==> src/rtl/cstk_pkg.sv <==
// Shared constants and the word-code type for the circular stack ALU.
package cstk_pkg;

  localparam int STACK_DEPTH_DEF = 8;
  localparam int WORD_BITS_DEF   = 16;
  localparam int LIT_BITS        = 16;
  localparam int OP_BITS         = 5;

  typedef enum logic [OP_BITS-1:0] {
    OP_PUSH      = 5'd0,
    OP_DUP       = 5'd1,
    OP_DROP      = 5'd2,
    OP_BACK      = 5'd3,
    OP_CLEAR     = 5'd4,
    OP_SWAP      = 5'd5,
    OP_OVER      = 5'd6,
    OP_ADD       = 5'd7,
    OP_MUL       = 5'd8,
    OP_AND       = 5'd9,
    OP_OR        = 5'd10,
    OP_XOR       = 5'd11,
    OP_INVERT    = 5'd12,
    OP_NEGATE    = 5'd13,
    OP_PRINT     = 5'd14,
    OP_PRINT_ALL = 5'd15,
    OP_NOP       = 5'd16
  } op_t;

endpackage

==> src/rtl/circular_stack_alu.sv <==
// Forth-style circular data stack with arithmetic and print words.
//
//  channel  | dir | tdata                             | tuser       | tlast
//  ---------+-----+-----------------------------------+-------------+------
//  s_*      | in  | literal_value                     | operation   | -
//  m_*      | out | top_value, emitted_value (low up) | emit_valid  | last
//
// Each word passes a single register stage; a beat is accepted every cycle while
// the output register drains and no print-all burst runs. Print-all issues
// STACK_DEPTH result beats on consecutive free output cycles, one pop each, and
// holds s_tready low until its final beat is loaded. rst clears the stack and
// the output valid. A stalled m_tready holds the result and blocks new input.
module circular_stack_alu import cstk_pkg::*; #(
  parameter int STACK_DEPTH = STACK_DEPTH_DEF,
  parameter int WORD_BITS   = WORD_BITS_DEF
) (
  input  logic                                      clk,
  input  logic                                      rst,
  input  logic                                      s_tvalid,
  output logic                                      s_tready,
  input  logic [LIT_BITS-1:0]                       s_tdata,  // literal_value
  input  logic [OP_BITS-1:0]                        s_tuser,  // operation
  output logic                                      m_tvalid,
  input  logic                                      m_tready,
  output logic [((2*WORD_BITS+7)/8)*8-1:0]          m_tdata,  // top_value, emitted_value
  output logic                                      m_tuser,  // emit_valid
  output logic                                      m_tlast
);

  localparam int MDATA_BITS = ((2 * WORD_BITS + 7) / 8) * 8;
  localparam int CNT_BITS   = $clog2(STACK_DEPTH);

  logic [WORD_BITS-1:0] cells      [STACK_DEPTH];
  logic [WORD_BITS-1:0] cells_next [STACK_DEPTH];
  logic [WORD_BITS-1:0] top_value, top_value_next;
  logic [WORD_BITS-1:0] emitted_value, emitted_value_next;
  logic                 emit_valid_next;
  logic [CNT_BITS-1:0]  burst_left;
  logic                 busy, slot_free, take_in, step;
  op_t                  in_op, step_op;

  assign busy      = (burst_left != '0);
  assign slot_free = !m_tvalid || m_tready;
  assign s_tready  = slot_free && !busy;
  assign take_in   = s_tvalid && s_tready;
  assign step      = take_in || (busy && slot_free);
  assign in_op     = op_t'(s_tuser);
  assign step_op   = busy ? OP_PRINT : in_op;

  cstk_core #(
    .STACK_DEPTH (STACK_DEPTH),
    .WORD_BITS   (WORD_BITS)
  ) u_core (
    .op            (step_op),
    .literal_value (s_tdata),
    .cells         (cells),
    .cells_next    (cells_next),
    .top_value     (top_value_next),
    .emitted_value (emitted_value_next),
    .emit_valid    (emit_valid_next)
  );

  always_ff @(posedge clk) begin
    if (rst) begin
      for (int i = 0; i < STACK_DEPTH; i++) cells[i] <= '0;
      m_tvalid   <= 1'b0;
      burst_left <= '0;
    end else begin
      if (step) begin
        cells    <= cells_next;
        m_tvalid <= 1'b1;
        if (busy) begin
          burst_left <= burst_left - CNT_BITS'(1);
        end else if (in_op == OP_PRINT_ALL) begin
          burst_left <= CNT_BITS'(STACK_DEPTH - 1);
        end
      end else if (m_tready) begin
        m_tvalid <= 1'b0;
      end
    end
  end

  // Payload needs no reset; load with every step.
  always_ff @(posedge clk) begin
    if (step) begin
      top_value     <= top_value_next;
      emitted_value <= emitted_value_next;
      m_tuser       <= emit_valid_next;
      if (busy) begin
        m_tlast <= (burst_left == CNT_BITS'(1));
      end else begin
        m_tlast <= (in_op != OP_PRINT_ALL);
      end
    end
  end

  assign m_tdata = MDATA_BITS'({emitted_value, top_value});

endmodule

==> src/rtl/cstk_core.sv <==
// One stack step: next cells and result fields for a word, top always at cell 0.
module cstk_core import cstk_pkg::*; #(
  parameter int STACK_DEPTH = STACK_DEPTH_DEF,
  parameter int WORD_BITS   = WORD_BITS_DEF
) (
  input  op_t                  op,
  input  logic [LIT_BITS-1:0]  literal_value,
  input  logic [WORD_BITS-1:0] cells      [STACK_DEPTH],
  output logic [WORD_BITS-1:0] cells_next [STACK_DEPTH],
  output logic [WORD_BITS-1:0] top_value,
  output logic [WORD_BITS-1:0] emitted_value,
  output logic                 emit_valid
);

  logic [WORD_BITS-1:0] rot_up   [STACK_DEPTH];
  logic [WORD_BITS-1:0] rot_down [STACK_DEPTH];
  logic [WORD_BITS-1:0] lit_ext;

  assign lit_ext = WORD_BITS'($signed(literal_value));

  // Cell 0 is the top; the ring rotates instead of moving a pointer.
  always_comb begin
    for (int i = 0; i < STACK_DEPTH; i++) begin
      rot_up[i]   = cells[(i + STACK_DEPTH - 1) % STACK_DEPTH];
      rot_down[i] = cells[(i + 1) % STACK_DEPTH];
    end
  end

  always_comb begin
    cells_next    = cells;
    emitted_value = '0;
    emit_valid    = 1'b0;
    case (op)
      OP_PUSH: begin
        cells_next    = rot_up;
        cells_next[0] = lit_ext;
      end
      OP_DUP: begin
        cells_next    = rot_up;
        cells_next[0] = cells[0];
      end
      OP_DROP: cells_next = rot_down;
      OP_BACK: cells_next = rot_up;
      OP_CLEAR: begin
        for (int i = 0; i < STACK_DEPTH; i++) cells_next[i] = '0;
      end
      OP_SWAP: begin
        cells_next[0] = cells[1];
        cells_next[1] = cells[0];
      end
      OP_OVER: begin
        cells_next    = rot_up;
        cells_next[0] = cells[1];
      end
      OP_ADD: begin
        cells_next    = rot_down;
        cells_next[0] = cells[0] + cells[1];
      end
      OP_MUL: begin
        cells_next    = rot_down;
        cells_next[0] = cells[0] * cells[1];
      end
      OP_AND: begin
        cells_next    = rot_down;
        cells_next[0] = cells[0] & cells[1];
      end
      OP_OR: begin
        cells_next    = rot_down;
        cells_next[0] = cells[0] | cells[1];
      end
      OP_XOR: begin
        cells_next    = rot_down;
        cells_next[0] = cells[0] ^ cells[1];
      end
      OP_INVERT: cells_next[0] = ~cells[0];
      OP_NEGATE: cells_next[0] = -cells[0];
      OP_PRINT, OP_PRINT_ALL: begin
        cells_next    = rot_down;
        emitted_value = cells[0];
        emit_valid    = 1'b1;
      end
      default: cells_next = cells;
    endcase
  end

  assign top_value = cells_next[0];

endmodule

==> config.mk <==
export PLATFORM = sky130hd
export DESIGN_NAME = circular_stack_alu
export DESIGN_NICKNAME = d
export VERILOG_FILES = /design/src/rtl/cstk_pkg.sv /design/src/rtl/circular_stack_alu.sv /design/src/rtl/cstk_core.sv
export SDC_FILE = /design/constraint.sdc
export NUM_CORES = 1
export LEC_CHECK = 0
export ABC_AREA = 1
export ABC_CLOCK_PERIOD_IN_PS = 10650
export BUFFER_PORTS_ARGS = -buffer_cell sky130_fd_sc_hd__buf_4
export CORE_MARGIN = 1
export CORE_UTILIZATION = 40
export DETAILED_ROUTE_END_ITERATION = 6
export GPL_TIMING_DRIVEN = 0
export PLACE_DENSITY_LB_ADDON = 0.12
export SLEW_MARGIN = 20
export SYNTH_ARGS = -nofsm -noshare
export SYNTH_HDL_FRONTEND = slang
export SYNTH_SLANG_ARGS = --single-unit
export TNS_END_PERCENT = 20
==> constraint.sdc <==
create_clock -name clk -period 10.65 [get_ports clk]
set_input_delay 0.5325 -clock clk [delete_from_list [all_inputs] [get_ports clk]]
set_output_delay 0.5325 -clock clk [all_outputs]
set_load 0.01 [all_outputs]
# Word level (Yosys, flattened, before mapping)
# Index checks and enable logic that the tools add are counted.
# totals
reg_bits,166
wordCells,71
# op_classes
add_sub_neg,3
mul,1
eq_ne,18
mux,10
bitwise,4
reduce_logical,21
# op_table
cell,n
$pmux 96 s3,1
$pmux 16 s11,1
$pmux 16 s3,1
$eq 5x4->1 const B,9
$eq 5x3->1 const B,4
$add 16x16->16,1
$and 16x16->16,1
$mul 16x16->16,1
$neg 16->16,1
$not 16->16,1
$or 16x16->16,1
$xor 16x16->16,1
$eq 5x2->1 const B,2
$reduce_or 5->1,2
$reduce_bool 3->1,3
$reduce_or 8->1,1
$mux 3,2
$reduce_and 2->1,3
$eq 5x1->1 const B,1
$logic_not 5->1,1
$mux 5,1
$ne 5x4->1 const B,1
$mux 1,4
$reduce_bool 2->1,2
other kinds (7),11

# Depth between registers and ports, before layout
# depth
depth_word,6
mapped_depth,33
ltp_nobuf,32

# Hierarchy
# From an unflattened synthesis, not the netlist that was laid out.
# hier_totals
cells_unflattened,2171
hier_area_um2,14700.3
# modules_own_cells
mod,instances,cells_per_inst,area_each_um2,seq_area_each_um2
cstk_core,1,1532,8943.6,0.0
circular_stack_alu,1,639,5756.8,3663.5

# Worst setup path after synthesis
# Ideal clock, no wire load.
# synth_timing
path_type,register to register
startpoint,register cells[97] (netlist name)
endpoint,"register top_value[14], data pin"
setup_ns,0.270
t_arrival_ns,5.225
slack_ns,5.155
stages_incl_launch_ff,23
path_buffers,2
synth_period_minus_slack_ns,5.495
path_cell_list,dfxtp_1 clkbuf_1 clkbuf_1 nand2_1 fa_1 fa_1 inv_1 fa_1 fa_1 fa_1 inv_1 fa_1 inv_1 ha_1 inv_1 nor3_1 nand3_1 nand3_1 nand2_1 nand2_1 nand3_1 nor2_1 o211ai_1
# synth_lines
element,line_no,source
start: declaration,circular_stack_alu.sv:33,logic [WORD_BITS-1:0] cells [STACK_DEPTH];
start signal: assignment,circular_stack_alu.sv:70,cells <= cells_next;
end signal: assignment,circular_stack_alu.sv:86,top_value <= top_value_next;
end: declaration,circular_stack_alu.sv:35,"logic [WORD_BITS-1:0] top_value, top_value_next;"

==> reports/metrics.cfg <==
[clocking]
cts_buffers=17
cts.clk_slew.worst_paths_ns=0.08
tritoncts=yes
cts-root-buf=clkbuf_16
cts_setup_buffers=0
cts_sinks=166
clk_path_buf_depth=2
cts_htree_levels=4
clk_latency_ns=0.45
cts.repair.resized=0
cts_hold_buf=0

[worst_setup_path]
cp.arrival_ns=7.20
critical_path_class=register to register
cp_data_required_time_ns=10.85
start_kind=register
end_kind=register
critPathMaxFanout=10

[timing]
setup_viol_count_final=0
fin_crit_sh_pct=65.7
fin_setup_tns_ns=0
finalHoldViolCount=0
fin_worst_skew_ns=0.0144
worst_slew_pin_slew_ns=0.992
period_minus_slack_ns=7.00
slew_violations=0
rsz0062_at_grt=false
slew_headroom_pct=33.9
timing.fmax_mhz=143
fin_ws_ns=3.65
worst_hold_slack_ns=0.430

[synth]
synthTopCellsByArea=dfxtp_1 19%, fa_1 12%, inv_1 11%
yosys_warnings=0
yosysTopAreaCell=dfxtp_1
synth_fp_nets=2130
ys_seq_elements=166
ys_seq_area_share_pct=26.6
postSynthCellCount=1938
syn_area_per_cell_um2=7.10
synth_cell_types=48
synthesis.area_um2=13800
synth_top_area_share_pct=19.2

[pwr]
power.internal_mw=2.35
combinationalPowerShare_pct=64.3
p_sw_mw=2.72
clkPwrFrac_pct=13.0
sw_frac_of_total_pct=53.6
p_leak_nw=7.39
powerDensity_nw_per_um2=329
ir_worst_vdd_v=0.000199
power_frac_seq_pct=22.7

[global_route]
grt_max_degree=44
grt_usage_pct=30.6
grt-ovfl-total=0
grt_pass1_vias=13300
grt_pass1_wl_um=79900
antenna_found_initial=0

[floorplanning]
die_width_um=187
io_pins=61
die_area_um2=35100
fp.coreArea_um2=33700
die_h_um=187
start_util_pct=40.8
rows=67

[routing]
drt_wl_total_um=52900
drt_iter0_markers=1160
avgRoutedWirePerCell_um=21.3
ant_nets=0
dr_total_vias=13600
drt-vias-per-instance=5.47
first_pass_iters=5
drcViolationCount=0

[finish]
nets=2210
drive_gt1_share_pct=7.88
fin_area_um2=15400
area_growth_pct=12.0
insertedDiodeCount=0
nFillCells=3567

[placed_design]
placed_cell_area_um2=14800
place_ws_ns=3.65
io_buffers=60
gp_routability_congestion=0.996
hpwlAfterDp_um=42400

[status]
status=finished, final reports clean

[hold_path]
hold_class=primary input to register

[flow_run]
maxCapViolCount=0

-- final timing paths --
kind                            startpoint             to  slack [ns]  depth (start not counted)
worst min-delay path              m_tready       m_tvalid        0.43                          4
worst max register to register   cells[97]  top_value[15]        3.65                         23
worst min register to register   cells[63]      cells[63]        0.49                          2
worst max-delay path             cells[97]  top_value[15]        3.65                         23
-- metrics by stage --
step           util [%]  instances  power (mW)
4_1_cts            45.7       2479        5.04
2_1_floorplan         -       1938        3.23
3_5_place_dp       43.9       2447        4.37
6_report           45.7       2479        5.07
3_3_place_gp       43.8       2446        4.36
5_1_grt            45.7       2479        5.47
-- final cells by class --
class	count	area (um^2)	share of cell area, %
multi-input combinational	1240	8000	51.9
sequential	166	3660	23.8
inverter	426	1600	10.4
tap	448	561	3.64
buffer	106	500	3.25
timing repair buffer	61	458	2.97
clock buffer	19	454	2.95
clock inverter	13	169	1.10
-- cell usage after synthesis, drive strengths merged --
library cell and count:
edfxtp 34, nor4 2, dfxtp 132, o211ai 7, ha 87, a31oi 6, a221oi 3, buf 34
nand3b 7, xnor2 4, xor2 4, nor2 87, a21o 1, a41oi 1, clkbuf 72, clkinv 11
a211oi 2, nand4 13, o21a 1, or2 5, o221ai 6, nand2 346, o31ai 1, nor3 16
o2111ai 14, o21bai 3, a22oi 11, o22ai 126, inv 415, o21ai 152, a21oi 167, fa 80
nor3b 1, nand3 87
-- power by group through the flow --
stage | clock network (mW) | logic [mW] | registers [mW]
finish | 0.657 | 3.26 | 1.15
floorplan | 0 | 2.10 | 1.13
global placement | 0 | 3.20 | 1.16
CTS | 0.664 | 3.23 | 1.15
detailed placement | 0 | 3.21 | 1.16
global route | 0.691 | 3.60 | 1.18
-- layer usage --
layer	global-route usage, %	vias up	share of wire (%)	wire length (um)
met5	0	-	0	0
met4	16.0	0	5.4	2830
met3	3.23	136	5.3	2780
met2	54.9	491	50	26500
met1	35.9	6476	39	20800
li1	-	6456	-	-
-- critical path, stage by stage, from the launching register on --
cell	delay, ns
dfxtp_1	0.41
clkbuf_1	0.57
clkbuf_1	0.61
nand2_1	0.17
fa_1	0.54
fa_1	0.55
inv_1	0.06
fa_1	0.48
fa_1	0.51
fa_1	0.50
inv_1	0.07
fa_1	0.48
inv_1	0.05
ha_1	0.32
inv_1	0.11
o21ai_0	0.13
nand2_1	0.09
nand3_1	0.07
a31oi_1	0.42
nand3_1	0.13
nand3_1	0.19
nand3_1	0.11
nand2_1	0.12
inv_1	0.05
-- state kept, by name, indices dropped and copies added (netlist names) --
name,cells
burst_left,3
m_tlast,1
top_value,16
emitted_value,16
m_tuser,1
m_tvalid,1
cells,128
-- cell usage in the layout, fill, tap and decap left out, drive strengths merged, types with 7 or more instances in the layout --
| cell | instances |
|---|---|
| o22ai | 126 |
| buf | 95 |
| dfxtp | 132 |
| clkinv | 17 |
| nor3 | 16 |
| o21ai | 152 |
| a21oi | 167 |
| o211ai | 7 |
| edfxtp | 34 |
| ha | 87 |
| fa | 80 |
| nor2 | 87 |
| nand2 | 346 |
| nand4 | 13 |
| inv | 419 |
| nand3b | 7 |
| a22oi | 11 |
| o2111ai | 14 |
| clkbuf | 91 |
| nand3 | 87 |
-- cells by family (layout without fill, tap and decap cells) --
logic type | after synthesis | count (layout) | synth area share, %
xor+xnor | 8 | 8 | 0.509
compound gates | 501 | 501 | 20.6
flops | 166 | 166 | 26.6
buf+inv | 532 | 625 | 15.2
fa+ha+maj | 167 | 167 | 19.6
simple gates | 564 | 564 | 17.5
Note: power is estimated with default switching activity, not from simulation.
